## src/hw/rtl/bra_pkg.sv

```systemverilog
// shared types and constants of the rational approximation block
`timescale 1ns / 1ps

package bra_pkg;

  // tolerance is 1/EPS_INVERSE; EPS_INV_LOG2 is floor(log2(EPS_INVERSE))
  localparam int EPS_INV_BITS = 30;
  localparam int EPS_INV_LOG2 = 29;
  localparam logic [EPS_INV_BITS-1:0] EPS_INVERSE = 30'd1000000000;

  typedef enum logic [3:0] {
    S_IDLE,
    S_CHECK,
    S_MUL,
    S_DIFF,
    S_TOL,
    S_DEC,
    S_X_MUL_R,
    S_X_DIFF_R,
    S_X_SCALE_R,
    S_X_MUL_L,
    S_X_DIFF_L,
    S_X_SCALE_L,
    S_X_CMP,
    S_DONE
  } bra_state_t;

  typedef struct packed {
    logic mul_en;
    logic diff_en;
    logic tol_en;
  } bra_ctrl_t;

  typedef struct packed {
    logic in_tol;
    logic gt;
  } bra_stat_t;

endpackage

```

## src/hw/rtl/bra_if.sv

```systemverilog
// handshake channels: ratio input, fraction result and limit write
`timescale 1ns / 1ps

interface bra_ratio_if #(
  parameter int RATIO_BITS = 40
);
  logic                  valid;
  logic                  ready;
  logic [RATIO_BITS-1:0] ratio;
  modport source (output valid, output ratio, input ready);
  modport sink   (input valid, input ratio, output ready);
endinterface

interface bra_frac_if #(
  parameter int NUMERATOR_BITS   = 24,
  parameter int DENOMINATOR_BITS = 16
);
  logic                        valid;
  logic                        ready;
  logic [NUMERATOR_BITS-1:0]   numerator;
  logic [DENOMINATOR_BITS-1:0] denominator;
  modport source (output valid, output numerator, output denominator, input ready);
  modport sink   (input valid, input numerator, input denominator, output ready);
endinterface

interface bra_cfg_if #(
  parameter int DENOMINATOR_BITS = 16
);
  logic                        valid;
  logic                        ready;
  logic [DENOMINATOR_BITS-1:0] denominator_limit;
  modport source (output valid, output denominator_limit, input ready);
  modport sink   (input valid, input denominator_limit, output ready);
endinterface

```

## src/hw/rtl/bra_arith.sv

```systemverilog
// shared arithmetic unit: registered multiplier, distance/compare and tolerance scaling
`timescale 1ns / 1ps

module bra_arith import bra_pkg::*; #(
  parameter int FRACTION_BITS    = 32,
  parameter int INTEGER_BITS     = 8,
  parameter int DENOMINATOR_BITS = 16,
  localparam int QW  = DENOMINATOR_BITS + 1,
  localparam int NW  = INTEGER_BITS + DENOMINATOR_BITS + 2,
  localparam int DW  = FRACTION_BITS + INTEGER_BITS + DENOMINATOR_BITS + 2,
  localparam int PW  = DW + QW
) (
  input  logic          clk,
  input  bra_ctrl_t     ctrl,
  input  logic [DW-1:0] mul_a,
  input  logic [QW-1:0] mul_b,
  input  logic [NW-1:0] diff_num,
  input  logic [QW-1:0] cmp_q,
  output logic [PW-1:0] prod,
  output logic [DW-1:0] gap,
  output bra_stat_t     stat
);

  // a distance of 2^TB or more can never be within tolerance
  localparam int TB  = (QW + FRACTION_BITS > EPS_INV_LOG2) ?
                       QW + FRACTION_BITS - EPS_INV_LOG2 : 0;
  localparam int TW  = (TB > 0) ? TB : 1;
  localparam int TPW = TW + EPS_INV_BITS;
  localparam int QFW = QW + FRACTION_BITS;
  localparam int CW  = (TPW > QFW) ? TPW : QFW;

  logic [PW-1:0]  prod_r;
  logic [DW-1:0]  dist_r;
  logic           gt_r;
  logic           small_r;
  logic [TPW-1:0] tol_r;

  logic [PW-1:0]  num_ext;
  logic           gt;
  logic [PW-1:0]  diff;

  always_comb begin
    num_ext = PW'({diff_num, {FRACTION_BITS{1'b0}}});
    gt      = num_ext < prod_r;
    diff    = gt ? (prod_r - num_ext) : (num_ext - prod_r);
  end

  always_ff @(posedge clk) begin
    if (ctrl.mul_en) begin
      prod_r <= PW'(mul_a) * PW'(mul_b);
    end
    if (ctrl.diff_en) begin
      dist_r  <= diff[DW-1:0];
      gt_r    <= gt;
      small_r <= (diff >> TB) == '0;
    end
    if (ctrl.tol_en) begin
      tol_r <= TPW'(dist_r[TW-1:0]) * TPW'(EPS_INVERSE);
    end
  end

  assign prod        = prod_r;
  assign gap         = dist_r;
  assign stat.gt     = gt_r;
  assign stat.in_tol = small_r &&
                       (CW'(tol_r) < CW'({cmp_q, {FRACTION_BITS{1'b0}}}));

endmodule

```

## src/hw/rtl/best_rational_approximation_top.sv

```systemverilog
// Best rational approximation: takes an unsigned fixed-point ratio (INTEGER_BITS.FRACTION_BITS)
// and returns numerator/denominator of a close fraction whose denominator stays at or under
// the denominator_limit register (reset value all ones; the user must see that it is written
// over the cfg channel only while idle, as the block does not enforce this). A Farey mediant
// search runs from 0/1 and 1/0, all comparisons cross-multiplied exactly; a mediant within
// 1e-9 of the ratio ends the search early. One item at a time: each mediant step runs through
// S_CHECK, S_MUL, S_DIFF, S_TOL and S_DEC on the one shared multiplier and compare unit, the
// number of steps is at most about denominator_limit plus the ratio's integer part, and an
// exhausted search ends with the final nearest-bound choice through the S_X_* states. The
// result sits in an output register, so the next item is taken while it waits.
`timescale 1ns / 1ps

module best_rational_approximation_top import bra_pkg::*; #(
  parameter int FRACTION_BITS    = 32,
  parameter int INTEGER_BITS     = 8,
  parameter int DENOMINATOR_BITS = 16
) (
  input  logic        clk,
  input  logic        rst_n,
  bra_ratio_if.sink   in_if,
  bra_frac_if.source  out_if,
  bra_cfg_if.sink     cfg_if
);

  localparam int RW   = FRACTION_BITS + INTEGER_BITS;
  localparam int QW   = DENOMINATOR_BITS + 1;
  localparam int NW   = INTEGER_BITS + DENOMINATOR_BITS + 2;
  localparam int DW   = FRACTION_BITS + INTEGER_BITS + DENOMINATOR_BITS + 2;
  localparam int PW   = DW + QW;
  localparam int NUMW = INTEGER_BITS + DENOMINATOR_BITS;

  bra_state_t state_r, state_nxt;
  bra_ctrl_t  ctrl;
  bra_stat_t  stat;

  logic [DENOMINATOR_BITS-1:0] lim_r;
  logic [RW-1:0]               ratio_r;
  logic [NW-1:0]               a_r, c_r, pa_r, pc_r, p_r, res_num_r;
  logic [QW-1:0]               b_r, d_r, pb_r, pd_r, q_r, res_den_r;
  logic [PW-1:0]               hold_r;
  logic                        out_valid_r;
  logic [NUMW-1:0]             out_num_r;
  logic [DENOMINATOR_BITS-1:0] out_den_r;

  logic [DW-1:0] mul_a;
  logic [QW-1:0] mul_b;
  logic [NW-1:0] diff_num;
  logic [PW-1:0] prod;
  logic [DW-1:0] gap;
  logic [QW-1:0] lim_ext;
  logic          loop_go;
  logic          in_fire;
  logic          out_load;

  assign lim_ext  = QW'(lim_r);
  assign loop_go  = (b_r <= lim_ext) && (d_r <= lim_ext);
  assign in_fire  = in_if.valid && in_if.ready;
  assign out_load = (state_r == S_DONE) && (!out_valid_r || out_if.ready);

  bra_arith #(
    .FRACTION_BITS    (FRACTION_BITS),
    .INTEGER_BITS     (INTEGER_BITS),
    .DENOMINATOR_BITS (DENOMINATOR_BITS)
  ) u_arith (
    .clk      (clk),
    .ctrl     (ctrl),
    .mul_a    (mul_a),
    .mul_b    (mul_b),
    .diff_num (diff_num),
    .cmp_q    (q_r),
    .prod     (prod),
    .gap      (gap),
    .stat     (stat)
  );

  always_ff @(posedge clk) begin
    if (!rst_n) begin
      state_r <= S_IDLE;
    end else begin
      state_r <= state_nxt;
    end
  end

  always_comb begin
    state_nxt = state_r;
    ctrl      = '0;
    mul_a     = '0;
    mul_b     = '0;
    diff_num  = '0;
    unique case (state_r)
      S_IDLE: begin
        if (in_if.valid) begin
          state_nxt = S_CHECK;
        end
      end
      S_CHECK: begin
        if (loop_go) begin
          state_nxt = S_MUL;
        end else if (pd_r == '0) begin
          state_nxt = S_DONE;
        end else begin
          state_nxt = S_X_MUL_R;
        end
      end
      S_MUL: begin
        ctrl.mul_en = 1'b1;
        mul_a       = DW'(ratio_r);
        mul_b       = q_r;
        state_nxt   = S_DIFF;
      end
      S_DIFF: begin
        ctrl.diff_en = 1'b1;
        diff_num     = p_r;
        state_nxt    = S_TOL;
      end
      S_TOL: begin
        ctrl.tol_en = 1'b1;
        state_nxt   = S_DEC;
      end
      S_DEC: begin
        state_nxt = stat.in_tol ? S_DONE : S_CHECK;
      end
      // exhausted: compare |r*pd - pc|*pb against |r*pb - pa|*pd
      S_X_MUL_R: begin
        ctrl.mul_en = 1'b1;
        mul_a       = DW'(ratio_r);
        mul_b       = pd_r;
        state_nxt   = S_X_DIFF_R;
      end
      S_X_DIFF_R: begin
        ctrl.diff_en = 1'b1;
        diff_num     = pc_r;
        state_nxt    = S_X_SCALE_R;
      end
      S_X_SCALE_R: begin
        ctrl.mul_en = 1'b1;
        mul_a       = gap;
        mul_b       = pb_r;
        state_nxt   = S_X_MUL_L;
      end
      S_X_MUL_L: begin
        ctrl.mul_en = 1'b1;
        mul_a       = DW'(ratio_r);
        mul_b       = pb_r;
        state_nxt   = S_X_DIFF_L;
      end
      S_X_DIFF_L: begin
        ctrl.diff_en = 1'b1;
        diff_num     = pa_r;
        state_nxt    = S_X_SCALE_L;
      end
      S_X_SCALE_L: begin
        ctrl.mul_en = 1'b1;
        mul_a       = gap;
        mul_b       = pd_r;
        state_nxt   = S_X_CMP;
      end
      S_X_CMP: begin
        state_nxt = S_DONE;
      end
      S_DONE: begin
        if (!out_valid_r || out_if.ready) begin
          state_nxt = S_IDLE;
        end
      end
      default: begin
        state_nxt = S_IDLE;
      end
    endcase
  end

  // bounds, mediant and result registers
  always_ff @(posedge clk) begin
    unique case (state_r)
      S_IDLE: begin
        if (in_fire) begin
          ratio_r <= in_if.ratio;
          a_r     <= '0;
          b_r     <= QW'(1);
          c_r     <= NW'(1);
          d_r     <= '0;
          pa_r    <= '0;
          pb_r    <= QW'(1);
          pc_r    <= NW'(1);
          pd_r    <= '0;
        end
      end
      S_CHECK: begin
        if (loop_go) begin
          p_r <= a_r + c_r;
          q_r <= b_r + d_r;
        end else begin
          res_num_r <= pa_r;
          res_den_r <= pb_r;
        end
      end
      S_DEC: begin
        if (stat.in_tol) begin
          priority if (q_r <= lim_ext) begin
            res_num_r <= p_r;
            res_den_r <= q_r;
          end else if (d_r > b_r) begin
            res_num_r <= c_r;
            res_den_r <= d_r;
          end else begin
            res_num_r <= a_r;
            res_den_r <= b_r;
          end
        end else if (stat.gt) begin
          // ratio above the mediant: it becomes the left bound
          pa_r <= a_r;
          pb_r <= b_r;
          a_r  <= p_r;
          b_r  <= q_r;
        end else begin
          pc_r <= c_r;
          pd_r <= d_r;
          c_r  <= p_r;
          d_r  <= q_r;
        end
      end
      S_X_MUL_L: begin
        hold_r <= prod;
      end
      S_X_CMP: begin
        if (hold_r < prod) begin
          res_num_r <= pc_r;
          res_den_r <= pd_r;
        end else begin
          res_num_r <= pa_r;
          res_den_r <= pb_r;
        end
      end
      default: begin
      end
    endcase
  end

  always_ff @(posedge clk) begin
    if (!rst_n) begin
      lim_r       <= '1;
      out_valid_r <= 1'b0;
    end else begin
      if (cfg_if.valid) begin
        lim_r <= cfg_if.denominator_limit;
      end
      if (out_load) begin
        out_valid_r <= 1'b1;
      end else if (out_if.ready) begin
        out_valid_r <= 1'b0;
      end
    end
  end

  always_ff @(posedge clk) begin
    if (out_load) begin
      out_num_r <= res_num_r[NUMW-1:0];
      out_den_r <= res_den_r[DENOMINATOR_BITS-1:0];
    end
  end

  assign in_if.ready        = (state_r == S_IDLE);
  assign cfg_if.ready       = 1'b1;
  assign out_if.valid       = out_valid_r;
  assign out_if.numerator   = out_num_r;
  assign out_if.denominator = out_den_r;

endmodule

```

## src/flat_wrapper.sv

```systemverilog
// flat-port wrapper written by rule: the top's interface ports become plain ports
module best_rational_approximation_top_flat import bra_pkg::*;
#(
  parameter int FRACTION_BITS    = 32,
  parameter int INTEGER_BITS     = 8,
  parameter int DENOMINATOR_BITS = 16
)
  (clk, rst_n, in_if_valid, in_if_ratio, in_if_ready, out_if_valid, out_if_numerator, out_if_denominator, out_if_ready, cfg_if_valid, cfg_if_denominator_limit, cfg_if_ready);
  bra_ratio_if in_if_i ();
  bra_frac_if #(.DENOMINATOR_BITS(DENOMINATOR_BITS)) out_if_i ();
  bra_cfg_if #(.DENOMINATOR_BITS(DENOMINATOR_BITS)) cfg_if_i ();
  input  logic clk;
  input  logic rst_n;
  input wire logic [$bits(in_if_i.valid)-1:0] in_if_valid;
  input wire logic [$bits(in_if_i.ratio)-1:0] in_if_ratio;
  output wire logic [$bits(in_if_i.ready)-1:0] in_if_ready;
  output wire logic [$bits(out_if_i.valid)-1:0] out_if_valid;
  output wire logic [$bits(out_if_i.numerator)-1:0] out_if_numerator;
  output wire logic [$bits(out_if_i.denominator)-1:0] out_if_denominator;
  input wire logic [$bits(out_if_i.ready)-1:0] out_if_ready;
  input wire logic [$bits(cfg_if_i.valid)-1:0] cfg_if_valid;
  input wire logic [$bits(cfg_if_i.denominator_limit)-1:0] cfg_if_denominator_limit;
  output wire logic [$bits(cfg_if_i.ready)-1:0] cfg_if_ready;
  assign in_if_i.valid = in_if_valid;
  assign in_if_i.ratio = in_if_ratio;
  assign in_if_ready = in_if_i.ready;
  assign out_if_valid = out_if_i.valid;
  assign out_if_numerator = out_if_i.numerator;
  assign out_if_denominator = out_if_i.denominator;
  assign out_if_i.ready = out_if_ready;
  assign cfg_if_i.valid = cfg_if_valid;
  assign cfg_if_i.denominator_limit = cfg_if_denominator_limit;
  assign cfg_if_ready = cfg_if_i.ready;
  best_rational_approximation_top #(.FRACTION_BITS(FRACTION_BITS), .INTEGER_BITS(INTEGER_BITS), .DENOMINATOR_BITS(DENOMINATOR_BITS)) u_core (.clk(clk), .rst_n(rst_n), .in_if(in_if_i), .out_if(out_if_i), .cfg_if(cfg_if_i));
endmodule
```

## config.mk

```make
export PLATFORM = sky130hd
export DESIGN_NAME = best_rational_approximation_top_flat
export DESIGN_NICKNAME = d
export VERILOG_FILES = /design/src/hw/rtl/bra_pkg.sv /design/src/hw/rtl/bra_if.sv /design/src/hw/rtl/bra_arith.sv /design/src/hw/rtl/best_rational_approximation_top.sv /design/src/flat_wrapper.sv
export SDC_FILE = /design/constraint.sdc
export NUM_CORES = 2
export LEC_CHECK = 0
export ABC_AREA = 1
export BUFFER_PORTS_ARGS = -buffer_cell sky130_fd_sc_hd__buf_2
export CAP_MARGIN = 20
export CORE_UTILIZATION = 46
export DETAILED_ROUTE_END_ITERATION = 6
export GPL_TIMING_DRIVEN = 0
export HOLD_SLACK_MARGIN = 0.15
export PLACE_DENSITY = 0.69
export SLEW_MARGIN = 40
export SYNTH_ARGS = -nofsm -noshare
export SYNTH_HDL_FRONTEND = slang
export SYNTH_SLANG_ARGS = --single-unit
export TNS_END_PERCENT = 50
```

## constraint.sdc

```tcl
create_clock -name clk -period 10.45 [get_ports clk]
set_input_delay 2.09 -clock clk [delete_from_list [all_inputs] [get_ports clk]]
set_output_delay 2.09 -clock clk [all_outputs]
set_load 0.02 [all_outputs]
```

==> impl_table.tex <==
\begin{tabular}{lr}
\hline
Metric & Value \\
\hline
\multicolumn{2}{l}{\textbf{GRT}} \\
\quad Global-route wire length before repair & 404000 µm \\
\quad Via count of the first global-routing pass & 63029 \\
\quad Total grt overflow & 0 \\
\quad All-layer global routing usage & 33.5\% \\
\quad Antenna violations before repair & 4 \\
\quad Largest net degree at the start of global routing & 42 \\
\multicolumn{2}{l}{\textbf{Status}} \\
\quad Result of the run & finished, violations left \\
\quad Failing checks & design-rule violations \\
\multicolumn{2}{l}{\textbf{Placed design}} \\
\quad Total of buffers placed on input and output ports & 102 \\
\quad Cell Area, Placed & 0.0789 mm² \\
\quad GPL Wtd Cong & 1.03 \\
\quad Detailed-placement wirelength estimate & 231000 µm \\
\multicolumn{2}{l}{\textbf{Floorplanning}} \\
\quad Area of the placeable core & 0.161 mm² \\
\quad Horizontal extent of the die & 405 µm \\
\quad Starting density of the core & 46.5\% \\
\quad Full die area & 0.164 mm² \\
\quad Row count & 147 \\
\quad Top Ports & 104 \\
\quad Vert. Die Dim & 405 µm \\
\multicolumn{2}{l}{\textbf{Clock network}} \\
\quad TritonCTS clock tree & done \\
\quad Max Buffers Root-to-Sink & 3 \\
\quad Count of H-tree levels built during CTS & 3 \\
\quad Clock-pin slew on the worst setup and hold paths & 0.06 ns \\
\quad Number of clock sinks seen by CTS & 584 \\
\quad Post-CTS setup buffers & 0 \\
\quad Clock tree root driver cell & sky130\_fd\_sc\_hd\_\_clkbuf\_16 \\
\quad Inserted Clock Buffers & 66 \\
\quad \# resized after CTS & 0 \\
\quad Number of buffers inserted by hold repair at cts & 0 \\
\quad Insertion delay to the later sink of the worst-skew pair & 0.67 ns \\
\multicolumn{2}{l}{\textbf{Finish}} \\
\quad Layout area overhead & 8.45\% \\
\quad Post-Layout Inst Area & 0.0811 mm² \\
\quad Net count, final & 11041 \\
\quad Share of post-route cells with drive strength above 1 & 5.12\% \\
\quad Post-layout util & 50.4\% \\
\quad Most frequent standard cell in the layout excluding fill and tap cells & sky130\_fd\_sc\_hd\_\_inv\_1 \\
\quad Most frequent cells in the layout & sky130\_fd\_sc\_hd\_\_inv\_1 (2312), sky130\_fd\_sc\_hd\_\_nand2\_1 (2091), sky130\_fd\_sc\_hd\_\_fa\_1 (1017) \\
\multicolumn{2}{l}{\textbf{Logic synthesis}} \\
\quad Number of synthesis warnings & 0 \\
\quad Flip-flop cell with the highest count after synthesis & sky130\_fd\_sc\_hd\_\_edfxtp\_1 \\
\quad Average cell area after synthesis & 8.17 µm² \\
\quad Library cells used by synthesis & 55 \\
\quad Syn nets & 10819 \\
\quad Post-synth design cell area & 0.0748 mm² \\
\quad Number of flops mapped to enable cells by yosys & 563 \\
\quad Fraction of registers with async set or reset after synthesis & 0\% \\
\quad Register area share after synthesis & 23.2\% \\
\quad Gate count of the mapped netlist & 9154 \\
\quad Number of storage elements in the synthesis netlist & 584 \\
\multicolumn{2}{l}{\textbf{Routing}} \\
\quad Total routed wirelength & 273000 µm \\
\quad Wire length per cell & 23.5 µm \\
\quad Final antenna-violating net count & 0 \\
\quad Iter 0 DRT Violations & 7254 \\
\quad Number of remaining DRC errors & 1 \\
\quad Total iterations of the first detailed-routing run & 7 \\
\quad Vias per inst & 5.47 \\
\quad Via total after detailed routing & 63425 \\
\multicolumn{2}{l}{\textbf{Setup path}} \\
\quad Slowest stage delay, CP & 0.65 ns \\
\quad Startpoint type of the worst setup path & flop \\
\quad Number of cells traversed by the worst register-to-register path & 30 \\
\quad Data required time of the worst path & 10.88 ns \\
\quad Reg2reg start & u\_core.state\_r[3] \\
\quad Crit end category & flop \\
\quad Worst R2R Setup Slack & 0.02 ns \\
\quad Endpoint of the most critical setup path & u\_core.u\_arith.prod[49] \\
\quad Worst setup startpoint & u\_core.state\_r[3] \\
\quad Critical-path top delay cell & sky130\_fd\_sc\_hd\_\_clkbuf\_1 \\
\quad Critical path class & reg2reg \\
\quad Top fanout value on the critical path & 10 \\
\quad Endpoint of the lowest-slack register-to-register path & u\_core.u\_arith.prod[49] \\
\quad Data arrival at the endpoint of the critical path & 10.85 ns \\
\multicolumn{2}{l}{\textbf{STA}} \\
\quad Final number of hold-violating endpoints & 0 \\
\quad Fin crit share & 99.8\% \\
\quad Worst Clk Skew & 0.0298 ns \\
\quad Max-slew violation count & 0 \\
\quad Worst-Margin Slew & 0.973 ns \\
\quad Maximum clock frequency & 0.0959 GHz \\
\quad Worst rel slew slack & 35.2\% \\
\quad Final setup vio count & 0 \\
\quad Setup repair after global routing missed its margin & true \\
\quad Final period demand of the worst path & 10.43 ns \\
\multicolumn{2}{l}{\textbf{Worst hold path}} \\
\quad Class of the worst hold path & reg2reg \\
\multicolumn{2}{l}{\textbf{Job}} \\
\quad Max-cap violations & 0 \\
\hline
\end{tabular}
[metal layers]
metal	up-vias	share of wire, %	track usage, %
met2	3185	43	49.4
met5	-	0	0
met4	0	4.2	11.9
met3	483	9.8	7.01
li1	28269	-	-
met1	31488	43	48.5
[state kept, by name, summed over array words and instances, names as in the netlist, 40 cells and up]
name                 flops
u_core.hold_r           75
u_core.ratio_r          40
u_core.u_arith.gap      58
u_core.u_arith.prod     75
[cell type report]
class | count | area (µm²)
Tap cell | 2160 | 2700
Timing Repair Buffer | 154 | 1090
Fill cell | 15562 | 79800
Clock inverter | 35 | 407
Sequential cell | 584 | 17300
Buffer | 287 | 1240
Clock buffer | 85 | 1800
Multi-Input combinational cell | 5935 | 47700
Antenna cell | 4 | 10.0
Inverter | 2348 | 8820
[worst min-delay path by stage]
| stage | start | to | slack [ns] | depth (start not counted) |
|---|---|---|---|---|
| after detailed placement | u_core.res_den_r[6] | u_core.out_if.denominator[6] | 0.41 | 0 |
| after CTS | u_core.res_den_r[14] | u_core.out_if.denominator[14] | 0.41 | 0 |
| after global placement | u_core.res_den_r[9] | u_core.out_if.denominator[9] | 0.40 | 0 |
| final | u_core.res_den_r[14] | u_core.out_if.denominator[14] | 0.41 | 0 |
| after floorplan | u_core.res_den_r[0] | u_core.out_if.denominator[0] | 0.40 | 0 |
| after global routing | u_core.res_den_r[14] | u_core.out_if.denominator[14] | 0.42 | 0 |
[Yosys cell counts, types with 9 or more instances]
| library cell | instances | area, µm² |
|---|---|---|
| sky130_fd_sc_hd__nand3b_1 | 9 | 67.6 |
| sky130_fd_sc_hd__a211oi_1 | 10 | 75.1 |
| sky130_fd_sc_hd__a31oi_1 | 29 | 181 |
| sky130_fd_sc_hd__edfxtp_1 | 563 | 16900 |
| sky130_fd_sc_hd__nand2_2 | 13 | 81.3 |
| sky130_fd_sc_hd__ha_1 | 587 | 7340 |
| sky130_fd_sc_hd__o31ai_1 | 10 | 75.1 |
| sky130_fd_sc_hd__nor3_1 | 46 | 230 |
| sky130_fd_sc_hd__clkbuf_1 | 176 | 661 |
| sky130_fd_sc_hd__o211ai_1 | 12 | 90.1 |
| sky130_fd_sc_hd__fa_1 | 1017 | 20400 |
| sky130_fd_sc_hd__nand4_1 | 117 | 732 |
| sky130_fd_sc_hd__nor2_1 | 725 | 2720 |
| sky130_fd_sc_hd__xnor2_1 | 42 | 368 |
| sky130_fd_sc_hd__o21a_1 | 21 | 158 |
| sky130_fd_sc_hd__o21ai_0 | 239 | 1200 |
| sky130_fd_sc_hd__nand3_1 | 211 | 1060 |
| sky130_fd_sc_hd__xor2_1 | 132 | 1160 |
| sky130_fd_sc_hd__o221ai_1 | 9 | 78.8 |
| sky130_fd_sc_hd__inv_2 | 30 | 113 |
| sky130_fd_sc_hd__a221oi_1 | 18 | 158 |
| sky130_fd_sc_hd__a22o_1 | 24 | 210 |
| sky130_fd_sc_hd__buf_1 | 32 | 120 |
| sky130_fd_sc_hd__a21oi_1 | 389 | 1950 |
| sky130_fd_sc_hd__a22oi_1 | 40 | 300 |
| sky130_fd_sc_hd__buf_2 | 75 | 375 |
| sky130_fd_sc_hd__o22ai_1 | 14 | 87.6 |
| sky130_fd_sc_hd__a21boi_0 | 12 | 90.1 |
| sky130_fd_sc_hd__o21bai_1 | 18 | 135 |
| sky130_fd_sc_hd__a21o_1 | 14 | 105 |
| sky130_fd_sc_hd__inv_1 | 2314 | 8690 |
| sky130_fd_sc_hd__nand2_1 | 2092 | 7850 |
| sky130_fd_sc_hd__nor4_1 | 22 | 138 |
| sky130_fd_sc_hd__dfxtp_1 | 21 | 420 |
| sky130_fd_sc_hd__o21ai_1 | 25 | 125 |
[cells by family after synthesis]
family | Yosys count | synth area share [%]
other | 1 | 0.00501
AOI/OAI and AO/OA | 899 | 6.88
and+or+nand+nor | 3257 | 17.5
xor gates and xnor gates | 174 | 2.04
DFF | 584 | 23.2
buffers and inverters | 2635 | 13.4
adders and majority gates | 1604 | 37.0
[worst max-delay path, delay by kind of cell (launching register included)]
kind / cells / cell delay [ns]
flops: 1 / 0.45
simple gates: 7 / 1.68
compound gates: 4 / 1.59
buf+inv: 11 / 2.30
fa+ha+maj: 7 / 3.77
xor+xnor: 1 / 0.39
[per-stage QoR]
| stage | setup TNS (ns) | hold slack, ns | worst slack (ns) | std cells |
|---|---|---|---|---|
| finish | 0 | 0.411 | 0.0246 | 11592 |
| global placement | -883.65 | 0.402 | -5.46 | 11416 |
| floorplan | 0 | 0.400 | 0.0850 | 9154 |
| global route | -0.155 | 0.418 | -0.149 | 11588 |
| CTS | 0 | 0.409 | 0.163 | 11587 |
| detailed placement | 0 | 0.405 | 0.238 | 11467 |
Power is not shown: default switching activity piles up to over one toggle a cycle in this logic, so the estimate is an artifact.
